<file path="config.mk">
export PLATFORM = sky130hd
export DESIGN_NAME = trms_front
export DESIGN_NICKNAME = d
export VERILOG_FILES = /design/src/rtl/core/trms_pkg.sv /design/src/rtl/core/trms_front.sv
export SDC_FILE = /design/constraint.sdc
export NUM_CORES = 1
export LEC_CHECK = 0
export ABC_AREA = 1
export BUFFER_PORTS_ARGS = -buffer_cell sky130_fd_sc_hd__buf_2
export CAP_MARGIN = 10
export CORE_AREA = 3 3 191 193
export CTS_BUF_LIST = sky130_fd_sc_hd__clkbuf_8
export CTS_CLUSTER_DIAMETER = 100
export DETAILED_ROUTE_END_ITERATION = 16
export DIE_AREA = 0 0 194 196
export PLACE_DENSITY_LB_ADDON = 0.08
export SLEW_MARGIN = 20
export SYNTH_ARGS = -nofsm -noshare
export SYNTH_HDL_FRONTEND = slang
export SYNTH_SLANG_ARGS = --single-unit
</file>
<file path="constraint.sdc">
create_clock -name clk -period 10.8 [get_ports clk]
set_input_delay 2.16 -clock clk [delete_from_list [all_inputs] [get_ports clk]]
set_output_delay 2.16 -clock clk [all_outputs]
set_load 0.005 [all_outputs]
</file>
<file path="src/rtl/core/trms_pkg.sv">
// Package for the tube ring mesh sweep: result kinds, register indexes, queue job type,
// pipeline sideband type and the elaboration-time angle table function.
// No dependencies.
`default_nettype none
package trms_pkg;

  // result kinds
  localparam logic [1:0] KIND_VERT = 2'd0;
  localparam logic [1:0] KIND_TRI  = 2'd1;
  localparam logic [1:0] KIND_ERR  = 2'd2;

  // register indexes (byte address / 4)
  localparam logic [1:0] REG_SIDES  = 2'd0;
  localparam logic [1:0] REG_RADIUS = 2'd1;
  localparam logic [1:0] REG_FACING = 2'd2;

  localparam int VC_W    = 17;
  localparam int Q_DEPTH = 2;

  // offset scaling: Q28 * mm / 4096000 = Q16.16 metres, 4096000 = 2^15 * 125
  localparam logic [31:0] HALF_DIV   = 32'd2048000;
  localparam logic [31:0] RECIP_125  = 32'd2199023255;  // floor(2^38 / 125)
  localparam int          RECIP_SH   = 38;
  localparam logic [63:0] Q30_ONE    = 64'd1073741824;
  localparam logic [63:0] PI_HALF_Q30 = 64'd1686629713;

  // one classified frame, front to back
  typedef struct packed {
    logic               err;
    logic [15:0]        base;
    logic [15:0]        prev;
    logic               have_prev;
    logic signed [31:0] pos_x;
    logic signed [31:0] pos_y;
    logic signed [31:0] pos_z;
    logic signed [15:0] normal_x;
    logic signed [15:0] normal_y;
    logic signed [15:0] normal_z;
    logic signed [15:0] binormal_x;
    logic signed [15:0] binormal_y;
    logic signed [15:0] binormal_z;
    logic [31:0]        arc_len;
  } job_t;

  // fields that ride along the vertex pipeline
  typedef struct packed {
    logic        is_vert;
    logic [1:0]  kind;
    logic        last;
    logic [15:0] tri_a;
    logic [31:0] tri_bc;
    logic [31:0] tex_u;
    logic [16:0] tex_v;
  } side_t;

  // cos and sin of one quarter-turn step, Q1.14 unsigned, packed {cos, sin}
  function automatic logic [29:0] angle_entry(input int unsigned rem,
                                              input int unsigned qbits);
    logic [63:0]        x;
    logic [63:0]        x2;
    logic [63:0]        t;
    logic [63:0]        s30;
    logic signed [63:0] c30;
    logic [63:0]        cc;
    logic [63:0]        ss;
    x  = (64'(rem) * PI_HALF_Q30) >> qbits;
    x2 = (x * x) >> 30;
    t = Q30_ONE;
    t = Q30_ONE - (((x2 * t) >> 30) / 110);
    t = Q30_ONE - (((x2 * t) >> 30) / 72);
    t = Q30_ONE - (((x2 * t) >> 30) / 42);
    t = Q30_ONE - (((x2 * t) >> 30) / 20);
    t = Q30_ONE - (((x2 * t) >> 30) / 6);
    s30 = (x * t) >> 30;
    t = Q30_ONE;
    t = Q30_ONE - (((x2 * t) >> 30) / 132);
    t = Q30_ONE - (((x2 * t) >> 30) / 90);
    t = Q30_ONE - (((x2 * t) >> 30) / 56);
    t = Q30_ONE - (((x2 * t) >> 30) / 30);
    t = Q30_ONE - (((x2 * t) >> 30) / 12);
    c30 = $signed(Q30_ONE) - $signed(((x2 * t) >> 30) / 2);
    if (c30 < 0) begin
      c30 = 0;
    end
    ss = (s30 + 64'd32768) >> 16;
    cc = (64'(c30) + 64'd32768) >> 16;
    return {cc[14:0], ss[14:0]};
  endfunction

endpackage
`default_nettype wire

</file>
<file path="src/rtl/core/trms_front.sv">
// Front of the tube ring mesh sweep: accepts frames, runs the vertex budget and strip
// bookkeeping, and pushes classified jobs. Depends on trms_pkg.
`default_nettype none
module trms_front #(
  parameter int MAX_VERTICES = 65536
) (
  input  wire                clk,
  input  wire                rst,
  input  wire                in_valid,
  output logic               in_stall,
  input  wire signed [31:0]  pos_x,
  input  wire signed [31:0]  pos_y,
  input  wire signed [31:0]  pos_z,
  input  wire signed [15:0]  normal_x,
  input  wire signed [15:0]  normal_y,
  input  wire signed [15:0]  normal_z,
  input  wire signed [15:0]  binormal_x,
  input  wire signed [15:0]  binormal_y,
  input  wire signed [15:0]  binormal_z,
  input  wire        [31:0]  path_distance,
  input  wire                new_mesh,
  input  wire        [4:0]   side_count,
  input  wire                clear_prev,
  input  wire                q_full,
  output logic               q_push,
  output trms_pkg::job_t     q_job
);
  import trms_pkg::*;

  logic [VC_W-1:0] vertex_count;
  logic [15:0]     prev_base;
  logic            have_prev;

  logic [VC_W-1:0] vc0;
  logic [15:0]     pb0;
  logic            hp0;
  logic [VC_W:0]   need;
  logic            over;
  logic            acc;

  assign in_stall = q_full;
  assign acc      = in_valid && !q_full;
  assign q_push   = acc;

  // apply new_mesh, then check the budget
  always_comb begin
    vc0  = new_mesh ? '0 : vertex_count;
    pb0  = new_mesh ? '0 : prev_base;
    hp0  = new_mesh ? 1'b0 : have_prev;
    need = {1'b0, vc0} + (VC_W+1)'(side_count) + (VC_W+1)'(1);
    over = need > (VC_W+1)'(MAX_VERTICES);
    q_job.err        = over;
    q_job.base       = vc0[15:0];
    q_job.prev       = pb0;
    q_job.have_prev  = hp0;
    q_job.pos_x      = pos_x;
    q_job.pos_y      = pos_y;
    q_job.pos_z      = pos_z;
    q_job.normal_x   = normal_x;
    q_job.normal_y   = normal_y;
    q_job.normal_z   = normal_z;
    q_job.binormal_x = binormal_x;
    q_job.binormal_y = binormal_y;
    q_job.binormal_z = binormal_z;
    q_job.arc_len    = path_distance;
  end

  // advance strip state per accepted word
  always_ff @(posedge clk) begin
    if (rst) begin
      vertex_count <= '0;
      prev_base    <= '0;
      have_prev    <= 1'b0;
    end else begin
      if (acc) begin
        if (over) begin
          vertex_count <= vc0;
          prev_base    <= pb0;
          have_prev    <= hp0;
        end else begin
          vertex_count <= need[VC_W-1:0];
          prev_base    <= vc0[15:0];
          have_prev    <= 1'b1;
        end
      end
      if (clear_prev) begin
        have_prev <= 1'b0;
      end
    end
  end

endmodule
`default_nettype wire

</file>
; ---- Word level (Yosys, flattened, before mapping)
; Cells that the tools add are included.
[totals]
regBits = 34
word_cells = 15
[classes]
n_mux = 6
order_cmp = 1
addsub = 2
n_reduce_logical = 3
[op_table]
columns = op, count
row1 = $mux 17, 2
row2 = $mux 16, 2
row3 = $add 17x5->18, 1
row4 = $add 18x1->18 const B, 1
row5 = $gt 18x17->1 const B, 1
row6 = $mux 1, 2
row7 = $reduce_or 2->1, 1
row8 = $logic_and 1x1->1, 1
row9 = $logic_not 1->1, 1

; ---- Depth between registers and ports, before layout
; Gate-level depths: netlist (run 1).
[logic_depth]
ltp_word = 5
depth_mapped = 24
depth_no_buf = 20

; ---- Worst setup path before layout (run 1)
; Ideal clock, no wire load.
[synth_timing]
path_kind = input to output
from = input port new_mesh
to = output port q_job[257] (netlist name)
required_time_ns = 8.640
arrival_ns = 4.539
slack_ns = 4.101
cell_stages = 22
cell_sequence = inv_2 > buf_6 > buf_4 > clkbuf_1 > nand2_1 > inv_1 > ha_1 > buf_2 > nand2_1 > nand2_1 > nand2_1 > nand3_1 > nand2_1 > nand2_1 > nand2_1 > nand2_1 > nor2_1 > nand3_2 > nand2_4 > nand2_4 > buf_6 > buf_4
[synth_rtl]
columns = element, line
row1 = start: declaration, trms_front.sv:21  ; input wire new_mesh,
row2 = end: declaration, trms_front.sv:26  ; output trms_pkg::job_t q_job

==> impl_metrics.yaml, run 1 <==
placement:
  globalplace.congestion: 0.691
  port_buffers: 46
  dp_hpwl_mm: 13.0
  place_area_um2: 3270
  dp_slack_ns: 2.68
yosys:
  ys_warn_count: 0
  synth_top_area_share_pct: 40.0
  yosysMostFrequentCell: "buf_4"
  ys_seq_elements: 34
  yosysTopAreaCell: "buf_4"
  synthCells: 677
  ys_top_cells_by_area: "buf_4, dfxtp_1, nand2_1, nand3_1, inv_1"
  ys_async_sr_fraction_pct: 0
  synth_common_cells: "buf_4, nand2_1, nand3_1"
  syn_avg_cell_area_um2: 6.32
  synthFlopType: "dfxtp_1"
  yosysUniqueCellTypes: 24
  yosysSeqAreaShare_pct: 15.9
  syn-cell-area_um2: 4280
  synth_edf_count: 0
  synth_fp_nets: 918
min_path:
  hold_class: "flip-flop to flip-flop"
power:
  p_sw_share_pct: 31.4
  clkPwrFrac_pct: 37.8
  power.total_mw: 0.263
  p_seq_share_pct: 48.5
  p_int_mw: 0.180
  leakage_nw: 1.62
  max-vdd-ir-drop_mv: 0.0311
  switching_power_mw: 0.0825
  p_comb_share_pct: 13.7
  p_per_area_nw_per_um2: 78.5
floorplan:
  io-pin-count: 495
  die_h_um: 196
  num_rows: 68
  die-area_um2: 38000
  die_w_um: 194
  core_area_um2: 34700
  start_util_pct: 12.3
worst_setup_path:
  critPathKind: "input pin to primary output"
  cp-end-kind: "primary output"
  start_kind: "input pin"
  cp.required_ns: 8.64
  critPathArrivalTime_ns: 5.81
  cp_max_fo: 39
drt:
  routed-via-count: 3213
  route.detailed.drc: 0
  drtIter0Drc: 146
  wl_per_cell_um: 17.7
  firstDrtPassIters: 4
  wl_mm: 16.6
  antenna_left: 0
  avgViaCountPerCell: 3.43
finish:
  diodes: 0
  final_nets: 723
  syn2layout_area_growth_pct: -21.7
  drive_gt1_share_pct: 13.7
  final_area_um2: 3350
global_routing:
  antenna_found_initial: 0
  grt_max_degree: 40
  grt-ovfl-total: 0
  first_global_vias: 3322
  track_usage_pct: 8.34
  grt_pass1_wl_mm: 23.2
clock_network:
  cts_made_buffers: 5
  cts_tree: "yes"
  post-cts-setup-buffer-count: 0
  clock_latency_ns: 0.32
  clockBufferDepth: 2
  cts_num_sinks: 34
  cts_root_buf: "clkbuf_8"
  ctsHoldBuffers: 0
  cts-resized-gates: 0
  path_clk_slew_ns: 0.07
  h-tree-depth: 2
sta:
  setup-tns-final_ns: 0
  hold_violations: 0
  finalMaxSlewViolations: 0
  finClkSkew_ns: 0.0158
  layout_setup_ws_ns: 2.83
  slew-limit-headroom_pct: 45.3
  whs_ns: 0.464
  finalCritPeriodShare_pct: 73.8
  fmax_mhz: 125
  tightest_slew_ns: 0.820
  setup_viol: 0
  min_period_ns: 7.97
  rsz0062_at_grt: "no"
flow_run:
  drv_cap: 0
outcome:
  outcome: "finished clean"
metrics by stage:
stage               util, %  std cells
floorplan                 -        677
finish                 9.65        937
CTS                    9.65        937
detailed placement     9.43        930
global route           9.65        937
global placement       9.43        930
registers in the layout, indices dropped and copies added (netlist names):
name and flops:
vertex_count 17, prev_base 16, have_prev 1
routing by layer:
| layer | track usage, % | vias to the layer above | share of wire, % |
|---|---|---|---|
| met1 | 8.54 | 1456 | 37 |
| met2 | 13.7 | 176 | 47 |
| met5 | 1.02 | - | 0.33 |
| met3 | 3.95 | 87 | 10 |
| li1 | - | 1492 | - |
| met4 | 5.19 | 2 | 5.7 |
critical path, cell delays in order:
cell     delay [ns]
buf_2          0.14
inv_2          0.57
nand2_1        0.26
ha_1           0.26
inv_1          0.12
fa_1           0.25
nand3_1        0.12
nand3_1        0.17
nand2_1        0.09
nand2_1        0.14
nand2_1        0.06
nand2_1        0.08
nand2_1        0.05
nor2_1         0.20
nand3_2        0.14
nand2_4        0.32
nand2_4        0.36
buf_2          0.27
final cells by class:
cell class	instances	area (um2)
Fill cell	4150	31400
Multi-Input combinational cell	334	1550
Sequential cell	34	681
Tap cell	455	569
Timing Repair Buffer	49	253
Inverter	58	218
Clock buffer	5	68.8
Clock inverter	2	10.0
cells in the final DEF (no fill, tap or decap):
cell type,n
a21oi_1,37
and2_1,1
buf_2,46
buf_4,3
clkbuf_8,5
clkinv_1,1
clkinv_2,2
dfxtp_1,34
fa_1,1
ha_1,5
inv_1,56
inv_2,1
nand2_1,155
nand2_2,1
nand2_4,2
nand3_1,94
nand3_2,2
nand4_1,4
nor2_1,24
nor2_2,2
nor2_4,1
o21ai_0,1
or2_2,1
xor2_1,3
logic make-up after synthesis:
logic type / Yosys count / synth area share, %
AOI/OAI and AO/OA: 38 / 4.45
xor gates and xnor gates: 3 / 0.615
adders and majority gates: 6 / 1.93
buffers and inverters: 309 / 48.0
DFF: 34 / 15.9
and+or+nand+nor: 287 / 29.1
final timing paths:
| check | start | to | slack, ns | depth (start not counted) |
|---|---|---|---|---|
| setup / recovery | new_mesh | q_job[257] | 2.83 | 18 |
| hold / removal | prev_base[7] | prev_base[7] | 0.46 | 2 |
| setup reg to reg | vertex_count[0] | vertex_count[14] | 7.47 | 17 |
| hold reg to reg | prev_base[7] | prev_base[7] | 0.46 | 2 |
power by group through the flow:
stage	combinational (mW)	clock [mW]	sequential, mW
6_report	0.0359	0.0995	0.128
5_1_grt	0.0413	0.112	0.128
4_1_cts	0.0380	0.107	0.128
3_5_place_dp	0.0379	0	0.131
3_3_place_gp	0.0382	0	0.131
2_1_floorplan	0.0905	0	0.130
(Power assumes the default switching activity.)
==> inputs of run 2 (changes only) <==
- ABC_AREA: 1 -> 0
- CORE_AREA: 3 3 191 193 -> 3 3 193 195
- DIE_AREA: 0 0 194 196 -> 0 0 196 198
- clock period: 10.8 -> 6.5 ns (I/O delays scaled with it)
==> run 2 against run 1 <==
Die area up 2.1%. Hold slack better by 0.0078 ns. Total power is 81% higher. Critical path type unchanged. Critical endpoint unchanged.
==> impl_metrics.yaml, run 2 <==
outcome:
  outcome: "finished clean"
yosys:
  ys_async_sr_fraction_pct: 0
  synth_edf_count: 0
  synth_fp_nets: 730
  ys_warn_count: 0
  yosysUniqueCellTypes: 53
  synth_common_cells: "buf_4, dfxtp_1, nor2_1"
  yosysMostFrequentCell: "buf_4"
  syn-cell-area_um2: 3890
  ys_seq_elements: 34
  synthCells: 489
  syn_avg_cell_area_um2: 7.95
  ys_top_cells_by_area: "buf_4, dfxtp_1, mux2i_1, nor2b_1, nor2_1"
  yosysSeqAreaShare_pct: 17.5
  yosysTopAreaCell: "buf_4"
  synthFlopType: "dfxtp_1"
  synth_top_area_share_pct: 44.0
worst_setup_path:
  slowest_delay_ns: 0.61
  rr_worst_depth: 10
  worstReg2RegStart: "vertex_count[1]"
  path_delay_family: "compound AO/OA/AOI/OAI gates"
  cp-endpoint: "q_job[257]"
  cp.required_ns: 5.20
  path_buf_inv: 4
  r2r-end: "vertex_count[8]"
  cp_max_fo: 12
  cp-startpoint: "new_mesh"
  slowest_stage: "nor4_1"
  critPathArrivalTime_ns: 4.73
  critPathKind: "input pin to primary output"
  start_kind: "input pin"
  reg2reg_setup_slack_ns: 2.59
  cp-end-kind: "primary output"
  worstSetupPathDepth: 14
  worstPathCellList: "buf_2 > inv_1 > nand2_1 > ha_1 > inv_1 > fa_1 > a21oi_1 > o22a_1 > nor4_1 > xnor2_1 > o2111ai_1 > o31a_1 > or2_2 > buf_2"
clock_network:
  clockBufferDepth: 2
  path_clk_slew_ns: 0.09
  clock_latency_ns: 0.31
  h-tree-depth: 2
  cts_root_buf: "clkbuf_8"
  post-cts-setup-buffer-count: 0
  cts_num_sinks: 34
  cts_made_buffers: 5
  cts_tree: "yes"
  ctsHoldBuffers: 0
  cts-resized-gates: 0
sta:
  fmax_mhz: 166
  slew-limit-headroom_pct: 43.5
  tightest_slew_ns: 0.848
  setup_viol: 0
  finalMaxSlewViolations: 0
  hold_violations: 0
  rsz0062_at_grt: "no"
  finClkSkew_ns: 0.00996
  min_period_ns: 6.03
  finalCritPeriodShare_pct: 92.7
  setup-tns-final_ns: 0
  whs_ns: 0.472
  layout_setup_ws_ns: 0.471
floorplan:
  start_util_pct: 10.9
  core_area_um2: 35600
  die_h_um: 198
  die_w_um: 196
  io-pin-count: 495
  die-area_um2: 38800
  num_rows: 69
finish:
  fill_cells: 4166
  multi_input_area_um2: 1390
  final_common_cell: "buf_2"
  drive_gt1_share_pct: 22.0
  mostFrequentLayoutCells: "buf_2, dfxtp_1, nor2_1"
  utilization_pct: 8.55
  final_area_um2: 3040
  reg.largest.list: "vertex_count (17), prev_base (16), have_prev (1)"
  largest_reg_flops: 17
  diodes: 0
  syn2layout_area_growth_pct: -21.8
  seqCellArea_um2: 681
  layout.cells.non_filler: 765
  final_nets: 544
  top_register: "vertex_count"
placement:
  globalplace.congestion: 0.659
  dp_hpwl_mm: 9.40
  port_buffers: 46
  dp_slack_ns: 0.436
  placedCellCount: 757
  place_area_um2: 2950
min_path:
  hold_class: "flip-flop to flip-flop"
drt:
  firstDrtPassIters: 4
  wl_per_cell_um: 15.8
  wl_mm: 12.1
  avgViaCountPerCell: 3.02
  drtIter0Drc: 78
  routed-via-count: 2308
  route.detailed.drc: 0
  antenna_left: 0
global_routing:
  grt-ovfl-total: 0
  track_usage_pct: 6.04
  first_global_vias: 2526
  grt_max_degree: 36
  antenna_found_initial: 0
  grt_pass1_wl_mm: 17.2
power:
  leakage_nw: 1.10
  power.total_mw: 0.477
  max-vdd-ir-drop_mv: 0.0636
  p_per_area_nw_per_um2: 157
flow_run:
  drv_cap: 0
run 2: cell count changes in the layout (fill, tap and decap cells not counted), moves of 8 or more:
cell     delta
nand2_1   -141
mux2i_1    +20
nand3_1    -89
inv_1      -46
a21oi_1    -27
xnor2_1     +8
nor2_1      +9
nor2b_1    +31
run 2: routing by layer:
layer,global-route usage (%),part of all wire [%]
met2,10.1,47
met5,0,0
met4,3.46,4.8
met1,6.53,39
met3,2.38,8.8
run 2: worst min-delay path by stage:
stage | from | to | slack, ns | cells after the start
2_1_floorplan | prev_base[15] | prev_base[15] | 0.44 | 2
3_3_place_gp | prev_base[15] | prev_base[15] | 0.45 | 2
3_5_place_dp | prev_base[15] | prev_base[15] | 0.46 | 2
4_1_cts | prev_base[15] | prev_base[15] | 0.48 | 2
5_1_grt | prev_base[15] | prev_base[15] | 0.53 | 2
6_report | prev_base[15] | prev_base[15] | 0.47 | 2
run 2: area by class of cell:
class                      count  area share, %
multi-input combinational    201           45.6
sequential                    34           22.4
clock buffer                   6           2.71
tap                          461           19.0
timing repair buffer          51           8.80
clock inverter                 2          0.288
inverter                      10           1.23
run 2: logic make-up after synthesis:
group | count (synthesis) | synth area share [%]
DFF | 34 | 17.5
muxes | 20 | 5.15
buffers and inverters | 254 | 47.0
and+or+nand+nor | 115 | 15.8
adders and majority gates | 6 | 2.12
xor gates and xnor gates | 10 | 2.25
AOI/OAI and AO/OA | 50 | 10.2
run 2: tightest hold or removal path: stages, from the launching register on:
cell     delay, ns
dfxtp_1       0.32
o31ai_1       0.06
a21oi_1       0.06
run 2: report_power, final:
part           leakage, nW  internal [mW]  switching (mW)
sequential           0.276          0.214         0.00530
combinational        0.768         0.0288          0.0488
clock               0.0524         0.0843          0.0963
