[config.mk]
export PLATFORM = sky130hd
export DESIGN_NAME = trms_queue
export DESIGN_NICKNAME = d
export VERILOG_FILES = /design/src/rtl/core/trms_pkg.sv /design/src/rtl/core/trms_queue.sv
export SDC_FILE = /design/constraint.sdc
export NUM_CORES = 1
export LEC_CHECK = 0
export BUFFER_PORTS_ARGS = -buffer_cell sky130_fd_sc_hd__buf_2
export CAP_MARGIN = 40
export CORE_MARGIN = 2
export CORE_UTILIZATION = 47
export DETAILED_ROUTE_END_ITERATION = 8
export PLACE_DENSITY_LB_ADDON = 0.05
export SETUP_SLACK_MARGIN = 0.4
export SKIP_CTS_REPAIR_TIMING = 1
export SYNTH_ARGS = -nofsm -noshare
export SYNTH_HDL_FRONTEND = slang
export SYNTH_SLANG_ARGS = --single-unit
[constraint.sdc]
create_clock -name clk -period 16.09 [get_ports clk]
set_input_delay 3.218 -clock clk [delete_from_list [all_inputs] [get_ports clk]]
set_output_delay 3.218 -clock clk [all_outputs]
set_load 0.02 [all_outputs]
[src/rtl/core/trms_pkg.sv]
// Package for the tube ring mesh sweep: result kinds, register indexes, queue job type,
// pipeline sideband type and the elaboration-time angle table function.
// No dependencies.
`default_nettype none
package trms_pkg;

  // result kinds
  localparam logic [1:0] KIND_VERT = 2'd0;
  localparam logic [1:0] KIND_TRI  = 2'd1;
  localparam logic [1:0] KIND_ERR  = 2'd2;

  // register indexes (byte address / 4)
  localparam logic [1:0] REG_SIDES  = 2'd0;
  localparam logic [1:0] REG_RADIUS = 2'd1;
  localparam logic [1:0] REG_FACING = 2'd2;

  localparam int VC_W    = 17;
  localparam int Q_DEPTH = 2;

  // offset scaling: Q28 * mm / 4096000 = Q16.16 metres, 4096000 = 2^15 * 125
  localparam logic [31:0] HALF_DIV   = 32'd2048000;
  localparam logic [31:0] RECIP_125  = 32'd2199023255;  // floor(2^38 / 125)
  localparam int          RECIP_SH   = 38;
  localparam logic [63:0] Q30_ONE    = 64'd1073741824;
  localparam logic [63:0] PI_HALF_Q30 = 64'd1686629713;

  // one classified frame, front to back
  typedef struct packed {
    logic               err;
    logic [15:0]        base;
    logic [15:0]        prev;
    logic               have_prev;
    logic signed [31:0] pos_x;
    logic signed [31:0] pos_y;
    logic signed [31:0] pos_z;
    logic signed [15:0] normal_x;
    logic signed [15:0] normal_y;
    logic signed [15:0] normal_z;
    logic signed [15:0] binormal_x;
    logic signed [15:0] binormal_y;
    logic signed [15:0] binormal_z;
    logic [31:0]        arc_len;
  } job_t;

  // fields that ride along the vertex pipeline
  typedef struct packed {
    logic        is_vert;
    logic [1:0]  kind;
    logic        last;
    logic [15:0] tri_a;
    logic [31:0] tri_bc;
    logic [31:0] tex_u;
    logic [16:0] tex_v;
  } side_t;

  // cos and sin of one quarter-turn step, Q1.14 unsigned, packed {cos, sin}
  function automatic logic [29:0] angle_entry(input int unsigned rem,
                                              input int unsigned qbits);
    logic [63:0]        x;
    logic [63:0]        x2;
    logic [63:0]        t;
    logic [63:0]        s30;
    logic signed [63:0] c30;
    logic [63:0]        cc;
    logic [63:0]        ss;
    x  = (64'(rem) * PI_HALF_Q30) >> qbits;
    x2 = (x * x) >> 30;
    t = Q30_ONE;
    t = Q30_ONE - (((x2 * t) >> 30) / 110);
    t = Q30_ONE - (((x2 * t) >> 30) / 72);
    t = Q30_ONE - (((x2 * t) >> 30) / 42);
    t = Q30_ONE - (((x2 * t) >> 30) / 20);
    t = Q30_ONE - (((x2 * t) >> 30) / 6);
    s30 = (x * t) >> 30;
    t = Q30_ONE;
    t = Q30_ONE - (((x2 * t) >> 30) / 132);
    t = Q30_ONE - (((x2 * t) >> 30) / 90);
    t = Q30_ONE - (((x2 * t) >> 30) / 56);
    t = Q30_ONE - (((x2 * t) >> 30) / 30);
    t = Q30_ONE - (((x2 * t) >> 30) / 12);
    c30 = $signed(Q30_ONE) - $signed(((x2 * t) >> 30) / 2);
    if (c30 < 0) begin
      c30 = 0;
    end
    ss = (s30 + 64'd32768) >> 16;
    cc = (64'(c30) + 64'd32768) >> 16;
    return {cc[14:0], ss[14:0]};
  endfunction

endpackage
`default_nettype wire

[src/rtl/core/trms_queue.sv]
// Short job queue between front and back of the tube ring mesh sweep.
// Depends on trms_pkg.
`default_nettype none
module trms_queue (
  input  wire             clk,
  input  wire             rst,
  input  wire             push,
  input  trms_pkg::job_t  push_job,
  output logic            full,
  input  wire             pop,
  output trms_pkg::job_t  head,
  output logic            not_empty
);
  import trms_pkg::*;

  localparam int PW = $clog2(Q_DEPTH);
  localparam int CW = $clog2(Q_DEPTH + 1);

  job_t          mem [Q_DEPTH];
  logic [PW-1:0] wp;
  logic [PW-1:0] rp;
  logic [CW-1:0] cnt;

  assign full      = cnt == CW'(Q_DEPTH);
  assign not_empty = cnt != '0;
  assign head      = mem[rp];

  // store on push
  always_ff @(posedge clk) begin
    if (push) begin
      mem[wp] <= push_job;
    end
  end

  // move pointers and count
  always_ff @(posedge clk) begin
    if (rst) begin
      wp  <= '0;
      rp  <= '0;
      cnt <= '0;
    end else begin
      if (push) begin
        wp <= wp + PW'(1);
      end
      if (pop) begin
        rp <= rp + PW'(1);
      end
      if (push && !pop) begin
        cnt <= cnt + CW'(1);
      end else if (pop && !push) begin
        cnt <= cnt - CW'(1);
      end
    end
  end

  a_cnt_bound: assert property (@(posedge clk) disable iff (rst)
    cnt <= CW'(Q_DEPTH)) else $error("queue count beyond depth");

endmodule
`default_nettype wire

; ---- Yosys cells after proc, flatten, opt, wreduce, memory -nomap -nowiden
; Memories as Yosys holds them, arrays and structs flattened. A register that Yosys moved wholly into a read port is not among the register bits.
; Index checks and enable logic that the tools add are counted.
[totals]
ff_bits = 4
mem_bits_rw = 516
word_cells = 21
memories = 1
[op_classes]
n_addsub = 4
n_eq_ne = 1
mux = 6
reduce_logical = 6
[mem_list]
columns = name, depth, width, read_ports, rd_ports_with_merged_regs, write_ports, line_no
row1 = mem, 2, 258, 1, 1, 1, trms_queue.sv:19  ; job_t mem [Q_DEPTH];
[op_table]
columns = operator, count
row1 = 2-to-1 mux 1 bit, 4
row2 = 2-to-1 mux 2 bit, 2
row3 = nonzero test 2 bit, 2
row4 = adder 1 bit (second input constant), 2
row5 = adder 2 x 1 -> 2 bit (second input constant), 1
row6 = == test 2 bit (second input constant), 1
row7 = logical AND 1 bit, 2
row8 = logical NOT 1 bit, 2
row9 = subtractor 2 x 1 -> 2 bit (second input constant), 1

; ---- Longest topological paths before layout
; Gate-level depths: netlist of the first run.
[depth]
ltp_word = 4
ltp_mapped = 5
depth_no_buf = 5

; ---- Least setup slack after synthesis of the first run
; OpenSTA, ideal clock, no wires.
[synth_timing]
path_type = input to register
start = input port push
end = memory mem[0][0] in the netlist's numbering, enable pin
setup_ns = 0.913
arrival_ns = 14.319
setup_slack_ns = 0.858
cell_stages = 1
cell_sequence = nor2b_1
[synth_via]
elab_chain_len = 2
[synth_lines]
columns = item, line_no
row1 = start: declaration, trms_queue.sv:7  ; input wire push,
row2 = 2-to-1 mux 1 bit, trms_queue.sv:30  ; if (push) begin
row3 = 2-to-1 mux 1 bit (implied by the code), trms_queue.sv:31  ; mem[wp] <= push_job;
row4 = end: declaration, trms_queue.sv:19
; Every way passes these cells.

==> results of run 1 <==
-- layout make-up --
class / instances / area (µm²)
multi-input combinational: 274 / 3770
clock buffer: 69 / 1510
sequential: 521 / 15600
inverter: 1 / 3.75
clock inverter: 29 / 206
fill: 3135 / 16400
timing repair buffer: 539 / 2900
antenna: 11 / 27.5
tap: 532 / 666
-- worst max-delay path: stages, from the launching register on --
cell and delay, ps:
dfxtp_4 730, buf_4 480, buf_16 300, buf_4 710, mux2_2 420, buf_2 160
-- Yosys cell counts --
cell type	count
buf_8	2
ha_1	1
a21oi_1	1
mux2_2	57
edfxtp_1	516
dfxtp_1	5
buf_6	24
o21ai_0	1
xnor2_1	2
buf_2	3
nor2b_1	2
or2_2	1
or3_1	1
nor2_1	4
inv_1	1
mux2_4	201
xor2_1	2
and2_1	1
-- cells in the final DEF (no fill, tap or decap), types with 2 or more instances in the layout --
master       n
mux2_2      57
clkinv_1    13
xnor2_1      2
buf_16       6
bufinv_16    3
clkinv_2    12
dfxtp_1      4
clkbuf_8     4
buf_12       3
clkbuf_16   57
buf_4        9
nor2_1       4
diode_2     11
xor2_1       2
clkbuf_1     8
edfxtp_1   516
mux2_4     201
buf_2      521
-- through the flow --
stage                     hold slack (ps)  instance area [µm²]  worst slack, ps  total power [mW]
after floorplan                       456                19700              858              1.95
after global placement                488                22700             9430              2.07
after detailed placement              493                22900             9960              2.08
after CTS                             508                24700             9310              3.28
after global routing                  539                24700             9200              3.35
final                                 503                24700             9430              3.23
-- state kept, by name, summed over array words and instances (netlist names), named ones only --
name and cells:
rp 1, mem 516, wp 1, cnt 2
-- final timing paths --
kind,to,startpoint,cells past startpoint
setup reg to reg,mem[0][89],wp,4
setup / recovery,head[246],flop,5
hold reg to reg,cnt[1],cnt[1],2
hold / removal,cnt[1],cnt[1],2
-- kinds of logic after synthesis --
logic type                 share of synthesized area
AOI/OAI and AO/OA                           0.000508
xor gates and xnor gates                     0.00178
adders and majority gates                   0.000636
buffers and inverters                         0.0162
DFF                                            0.793
muxes                                          0.186
and+or+nand+nor                              0.00235
-- layer usage --
layer  routed length, µm  share of wire
met2               22000           0.51
met1               15300           0.36
met5                  77         0.0018
met4                1550          0.036
met3                4070          0.095
-- power groups by stage --
stage | registers (mW) | clock network, mW | logic (mW)
5_1_grt | 1.62 | 1.28 | 0.460
3_5_place_dp | 1.64 | 0 | 0.440
2_1_floorplan | 1.66 | 0 | 0.289
3_3_place_gp | 1.64 | 0 | 0.428
4_1_cts | 1.61 | 1.23 | 0.442
6_report | 1.61 | 1.19 | 0.433
==> results.md, run 1 <==
- Cell count after synthesis: 825
- Vias in the first global route: between 10k and 15k
- WL per Instance: 21.8 µm
- Max Clock Freq: about 150 MHz
- Yosys top cell area share: 0.787
- Worst IR Drop VDD: about 0.094 mV
- Die width: 209 µm
- First drt pass iteration count: 4
- Fin cells: 1976
- Initial antenna violation count: 18
- CTS tree: yes
- End-of-flow core utilization: 0.601
- Internal power: 2.48 mW
- Max-cap violations: 0
- Cts bufs inserted: 54
- Vias per cell: between 4 and 5
- Comb pwr share: 0.134
- Syn nets: 1088
- Psw: about 0.76 mW
- Worst EP required: 12870 ps
- Initial Utilization: 0.479
- Synth Warn #: 0
- Syn-to-layout area delta: 25.5%
- Nature of the critical path startpoint: flop
- Critical path peak fanout: 49
- Final WL: 43100 µm
- CTS sink cnt: 521
- Ranking of synthesized cells by area: edfxtp_1 79%, mux2_4 15%, mux2_2 3.3%, buf_6 1.4%, dfxtp_1 0.51%
- Gr usage total: 0.193
- Area leader, netlist: edfxtp_1
- Clock skew: 6.93 ps
- Busiest grt layer: met2
- H-tree levels: 2
- HPWL after DPL: around 30000 µm
- Leakage: 9.71 nW
- Period utilisation layout: 0.414
- CTS root buf: clkbuf_16
- Setup Total Neg Slack: 0 ps
- Crit. End Element: output pin
- Met1 Usage GRT: 0.209
- Max-slew violations: 0
- Worst EP arrival: 3450 ps
- Switching Fraction: 0.234
- Final #Nets: 1654
- Die Y: 209 µm
- Slew headroom: 0.397
- Gr ovfl total: 0
- Status: finished clean
- Synthesized cell area: 19700 µm²
- Post-route ant nets: 0
- Reg2reg setup slack: 13380 ps
- Finish-stage setup viols: 0
- Routed vias: 9787
- Count of input and output buffers: 521
- Power Dens Cells: 131 nW/µm²
- Clock share of power: 0.369
- Final hold vios: 0
- First-pass GRT wire length: 61800 µm
- Count of state elements after synthesis: approximately 520
- Part of the power in registers: 0.497
- Pin count of the biggest net entering global routing: 138
- Met2 usage: 0.332
- Unrepaired setup endpoints after global routing: no
- GP Congestion: 0.786
- I/O pins: 522
- Unique masters post-synth: 18
- WS Path Type: flop to output pin
- Fraction of the yosys area taken by sequential cells: 0.793
- Die area: 43500 µm²
- Clk pin slew, worst setup/hold paths: approximately 60 ps
- Synth Area per Inst: 23.9 µm²
- Clock Latency Late Sink: 580 ps
- DRC viols: 0
- Rows: 74
- Longest Clk Path Bufs: 3
- CORE AREA: 41100 µm²
- Met3 track demand over resource: 0.0800
- Final Critical Period: 6660 ps
- Initial DRC Count: 545
- Slew @ Worst Pin: 904 ps
- Hold Path Class: flop to flop
- Share of cells above drive strength 1: 0.613
- Placed Cells: 1867
No activity file was read; power rests on OpenSTA's default activity.
==> inputs of run 2 (changes only) <==
--- a/config.mk
+++ b/config.mk
@@ -7,9 +7,9 @@
 export LEC_CHECK = 0
 export BUFFER_PORTS_ARGS = -buffer_cell sky130_fd_sc_hd__buf_2
 export CAP_MARGIN = 40
-export CORE_MARGIN = 2
-export CORE_UTILIZATION = 47
+export CORE_AREA = 2 2 202 204
 export DETAILED_ROUTE_END_ITERATION = 8
+export DIE_AREA = 0 0 204 206
 export PLACE_DENSITY_LB_ADDON = 0.05
 export SETUP_SLACK_MARGIN = 0.4
 export SKIP_CTS_REPAIR_TIMING = 1
==> constraint.sdc (replaced) <==
create_clock -name clk -period 6.8 [get_ports clk]
set_input_delay 1.36 -clock clk [delete_from_list [all_inputs] [get_ports clk]]
set_output_delay 1.36 -clock clk [all_outputs]
set_load 0.02 [all_outputs]
==> run 2 against run 1 <==
Sequential share of layout area is 0.47 points higher. Register-to-register slack worse by 8800 ps. Total power is 140% higher. Wire length is 2.6% lower. Combinational power is 140% higher. Worst hold slack hardly changed. Non-clock buffer count is 10 lower. Sequential power is 140% higher. First-iteration DRC count is 17% lower. Setup slack worse by 6400 ps. Via count is 1.4% lower. Critical path type unchanged. Highest routed layer unchanged.
==> results.md, run 2 (synthesized netlist as in run 1, its figures left out) <==
- Status: finished clean
- Longest Clk Path Bufs: 3
- Finish-stage setup viols: 0
- Reg with most FFs: mem
- CP max-delay cell: buf_12
- Initial antenna violation count: 24
- Worst EP arrival: 2380 ps
- Max Clock Freq: 267 MHz
- Hold Path Class: flop to flop
- Initial Utilization: 0.490
- Power Dens Cells: around 310 nW/µm²
- Final WL: around 42000 µm
- Most common cell after layout, fill and taps aside: buf_2
- Most frequent cells in the layout: 521 x buf_2, 516 x edfxtp_1, 201 x mux2_4
- Total Power: ~7.6 mW
- Die width: ~200 µm
- Vias in the first global route: 9702
- Vias per cell: 4.89
- Worst EP required: about 5400 ps
- Crit. End Element: output pin
- Rows: 74
- I/O pins: 522
- First-pass GRT wire length: 59100 µm
- Period utilisation layout: 0.550
- Die Y: 206 µm
- First drt pass iteration count: 4
- CTS tree: yes
- Final Critical Period: ~3700 ps
- Gr usage total: 0.192
- Syn-to-layout area delta: 24.5%
- Slew headroom: 0.249
- CORE AREA: 40200 µm²
- Sequential cell area: 15600 µm²
- Clock skew: 9.41 ps
- Worst IR Drop VDD: between 0.2 and 0.3 mV
- DRC viols: 0
- Initial DRC Count: 453
- Unrepaired setup endpoints after global routing: no
- Worst Path Buf+Inv: 2
- Max reg flops: about 520
- Fill count: between 3k and 4k
- Delay-heaviest family, CP: buffers and inverters
- WL per Instance: 21.3 µm
- Cts bufs inserted: 54
- Max-cap violations: 0
- Count of input and output buffers: 521
- Critical path peak fanout: 137
- CTS sink cnt: 521
- Hold WS: between 500 and 600 ps
- Routed vias: 9651
- Share of cells above drive strength 1: 0.603
- Critical Path, Cell by Cell: buf_12 -> mux2_2 -> buf_2
- Design Area, Final: roughly 25000 µm²
- Post-route ant nets: 0
- Slew @ Worst Pin: about 1100 ps
- Leading registers by flop count: mem (516), cnt (2)
- Multi-input gate area: 3770 µm²
- WS Path Type: flop to output pin
- Max-slew violations: 0
- Leakage: around 9.6 nW
- Nature of the critical path startpoint: flop
- Final hold vios: 0
- Pin count of the biggest net entering global routing: 162
- CTS root buf: clkbuf_16
- Clk pin slew, worst setup/hold paths: approximately 60 ps
- CP peak stage delay: 670 ps
- Setup Total Neg Slack: 0 ps
- H-tree levels: 2
- Die area: 42000 µm²
- Gr ovfl total: 0
- Clock Latency Late Sink: about 580 ps
- Post-placement cell area: approximately 23000 µm²
- Final #Nets: around 1.6k
- HPWL after DPL: approximately 28000 µm
- GP Congestion: 0.757
run 2: changes by cell type in the layout (fill, tap and decap cells not counted), moves of 3 or more:
cell      before  now
buf_16         6    1
clkbuf_8       4    0
clkbuf_1       8   19
clkinv_2      12    7
diode_2       11   14
buf_4          9    3
run 2: routing by layer:
layer	wire length, µm	GRT usage	up-vias
li1	-	-	4431
met5	114	0	-
met1	15000	0.211	4745
met2	20900	0.319	369
met3	4590	0.0902	86
met4	1340	0.0833	20
run 2: tightest hold or removal path: cells and delay by family, from the launching register on:
kind | cells | cell delay (ps)
compound gates | 2 | 130
flops | 1 | 320
run 2: cell type report:
| type | count | area share |
|---|---|---|
| Clock inverter | 26 | 0.00791 |
| Sequential cell | 521 | 0.637 |
| Inverter | 1 | 0.000153 |
| Antenna cell | 14 | 0.00143 |
| Tap cell | 532 | 0.0272 |
| Timing Repair Buffer | 529 | 0.112 |
| Clock buffer | 76 | 0.0611 |
| Multi-Input combinational cell | 274 | 0.154 |
run 2: per-stage QoR:
| stage | setup slack, ps | cells | util |
|---|---|---|---|
| 4_1_cts | 3040 | 1959 | 0.609 |
| 5_1_grt | 2940 | 1969 | 0.610 |
| 3_5_place_dp | 3360 | 1857 | 0.567 |
| 3_3_place_gp | 3170 | 1856 | 0.566 |
| 6_report | 3060 | 1973 | 0.610 |
| 2_1_floorplan | 1150 | 825 | - |
run 2: power by group:
| group | leakage [nW] | internal [mW] | switching [mW] | total [mW] |
|---|---|---|---|---|
| logic | 3.89 | 0.434 | 0.586 | 1.02 |
| registers | 4.89 | 3.75 | 0.0430 | 3.80 |
| clock network | 0.821 | 1.64 | 1.14 | 2.79 |
run 2: path summary, 6_finish.rpt:
| kind | slack, ps | cells after the start | end | startpoint |
|---|---|---|---|---|
| worst max-delay path | 3060 | 3 | head[250] | flop |
| worst min-delay path | 500 | 2 | cnt[1] | cnt[1] |
| worst max register to register | 4580 | 3 | mem[1][29] | wp |
| worst min register to register | 500 | 2 | cnt[1] | cnt[1] |
==> inputs of run 3 (changes only) <==
--- a/config.mk
+++ b/config.mk
@@ -5,11 +5,12 @@
 export SDC_FILE = /design/constraint.sdc
 export NUM_CORES = 1
 export LEC_CHECK = 0
+export ABC_AREA = 1
 export BUFFER_PORTS_ARGS = -buffer_cell sky130_fd_sc_hd__buf_2
 export CAP_MARGIN = 40
-export CORE_AREA = 2 2 202 204
+export CORE_MARGIN = 2
+export CORE_UTILIZATION = 47
 export DETAILED_ROUTE_END_ITERATION = 8
-export DIE_AREA = 0 0 204 206
 export PLACE_DENSITY_LB_ADDON = 0.05
 export SETUP_SLACK_MARGIN = 0.4
 export SKIP_CTS_REPAIR_TIMING = 1
==> constraint.sdc (replaced) <==
create_clock -name clk -period 3 [get_ports clk]
set_input_delay 0.6 -clock clk [delete_from_list [all_inputs] [get_ports clk]]
set_output_delay 0.6 -clock clk [all_outputs]
set_load 0.02 [all_outputs]
==> run 3 against run 2 <==
Core utilization down 0.41 points. Clock-buffer cell count down 14. Critical path depth up 1. Worst hold slack worse by 290 ps. Clock power up 130%. Die area up 3.7%. Synthesized area about the same. Total power up 130%. Critical endpoint is now head[213]. Global-route usage up 0.24 points. Register-to-register slack worse by 3200 ps.
==> results.md, run 3 <==
- Status: finished clean
- Psw: about 4 mW
- CTS root buf: clkbuf_16
- Number of synthesized flops with an enable pin: 516
- Gr usage total: 0.194
- Rows: 74
- Internal power: 13.2 mW
- Final #Nets: ~1.7k
- Die area: 43600 µm²
- Leakage: 9.80 nW
- Clock Latency Late Sink: 580 ps
- Nature of the critical path startpoint: flop
- Count of state elements after synthesis: ~520
- Cts bufs inserted: 53
- Fill count: 3155
- Routed vias: 9879
- Pin count of the biggest net entering global routing: between 100 and 150
- Hold Path Class: input pin to flop
- Max-slew violations: 0
- Synth Warn #: 0
- Most frequent cells in the layout: 521 x buf_2, 516 x edfxtp_1, 201 x mux2_4
- Fraction of the yosys area taken by sequential cells: 0.792
- GP Congestion: 0.738
- Initial antenna violation count: 23
- Gr ovfl total: 0
- Die width: 209 µm
- Slew @ Worst Pin: between 700 and 800 ps
- Syn-to-layout area delta: 26.4%
- HPWL after DPL: 30400 µm
- Max Clock Freq: 396 MHz
- Max reg flops: 516
- Final Critical Period: 2520 ps
- Max-cap violations: 0
- Cell count after synthesis: around 840
- Unrepaired setup endpoints after global routing: no
- Min-Delay Path Depth: 1
- DRC viols: 0
- Placed Cells: 1882
- Final hold vios: 0
- Reg with most FFs: mem
- H-tree levels: 2
- Initial Utilization: 0.479
- Leading registers by flop count: mem (516), cnt (2)
- Setup Total Neg Slack: 0 ps
- Power Dens Cells: 690 nW/µm²
- I/O pins: 522
- Count leader, synth: edfxtp_1
- Die Y: 209 µm
- Main synth FF type: edfxtp_1
- Critical path peak fanout: 33
- Unique masters post-synth: 17
- Worst EP arrival: 1920 ps
- Longest Clk Path Bufs: 3
- Area leader, netlist: edfxtp_1
- Period utilisation layout: 0.841
- Vias in the first global route: about 10k
- Worst IR Drop VDD: between 0.5 and 0.6 mV
- Vias per cell: 4.95
- Share of cells above drive strength 1: 0.613
- Crit. End Element: output pin
- Count of input and output buffers: 521
- Clk pin slew, worst setup/hold paths: approximately 60 ps
- Post-synth ARST share: 0
- Comb pwr share: 0.132
- WS Path Type: flop to output pin
- First-pass GRT wire length: 62500 µm
- Most common cell after layout, fill and taps aside: buf_2
- CORE AREA: a little over 40000 µm²
- Final WL: 44000 µm
- Switching Fraction: 0.233
- Syn nets: 1099
- Synth Area per Inst: between 20 and 25 µm²
- Worst EP required: 2400 ps
- Yosys top cell area share: 0.787
- Fin cells: 1997
- Reg2reg setup slack: 1370 ps
- Initial DRC Count: approximately 430
- Clock skew: 13.7 ps
- Slew headroom: 0.500
- Synthesized cell area: 19700 µm²
- WL per Instance: ~22 µm
- Clock share of power: 0.372
- Ranking of synthesized cells by area: edfxtp_1 79%, mux2_4 15%, mux2_2 3.3%, buf_6 1.4%, dfxtp_1 0.51%
- R2R cell count: 3
- First drt pass iteration count: 5
- Post-route ant nets: 0
- CTS tree: yes
- End-of-flow core utilization: 0.606
- CTS sink cnt: approximately 520
- Post-synth top cells: 516 x edfxtp_1, 201 x mux2_4, 57 x mux2_2
- Finish-stage setup viols: 0
- Part of the power in registers: 0.496
-- run 3: kinds of logic (layout without fill, tap and decap cells) --
logic type	Yosys count	in the layout	share of synthesized area
AOI/OAI and AO/OA	2	2	0.000508
xor gates and xnor gates	1	1	0.000445
adders and majority gates	1	1	0.000635
buffers and inverters	38	654	0.0177
DFF	521	521	0.792
muxes	258	258	0.186
other	0	13	0
and+or+nand+nor	15	15	0.00311
-- run 3: path summary, 6_finish.rpt --
kind                 start     endpoint
max reg2reg             wp  mem[1][106]
max                   flop    head[213]
min reg2reg             rp         flop
min          push_job[127]  mem[1][127]
-- run 3: stage by stage --
stage	total power, mW	cell area (µm²)	setup WS [ps]	hold slack (ps)
after floorplan	10.2	19700	-1900	480
after global placement	10.9	23100	790	503
after detailed placement	10.9	23100	754	501
after CTS	17.3	24700	129	170
after global routing	17.7	24900	399	186
final	17.2	24900	477	211
-- run 3: worst max-delay path, cell delays in order, from the launching register on --
cell and delay (ps):
dfxtp_4 390, buf_12 150, clkbuf_16 290, mux2_4 330, buf_2 180
-- run 3: power groups by stage --
stage,Sequential [mW],Clock [mW],Combinational [mW]
finish,8.53,6.38,2.27
global route,8.56,6.79,2.39
CTS,8.54,6.54,2.25
detailed placement,8.70,0,2.24
global placement,8.68,0,2.23
floorplan,8.71,0,1.47
-- run 3: layout make-up --
cell class                 instances  area (µm²)  share of cell area
sequential                       521       15600               0.626
tap                              532         666              0.0267
timing repair buffer             549        3100               0.125
multi-input combinational        277        3780               0.152
clock buffer                      62        1360              0.0546
antenna                           13        32.5             0.00131
clock inverter                    34         318              0.0128
inverter                           9        50.0             0.00201
-- run 3: per-layer routing --
layer / wire (µm) / GRT usage
met1: 16100 / 0.216
met2: 22500 / 0.334
met3: 3840 / 0.0706
met4: 1410 / 0.0869
met5: 129 / 0
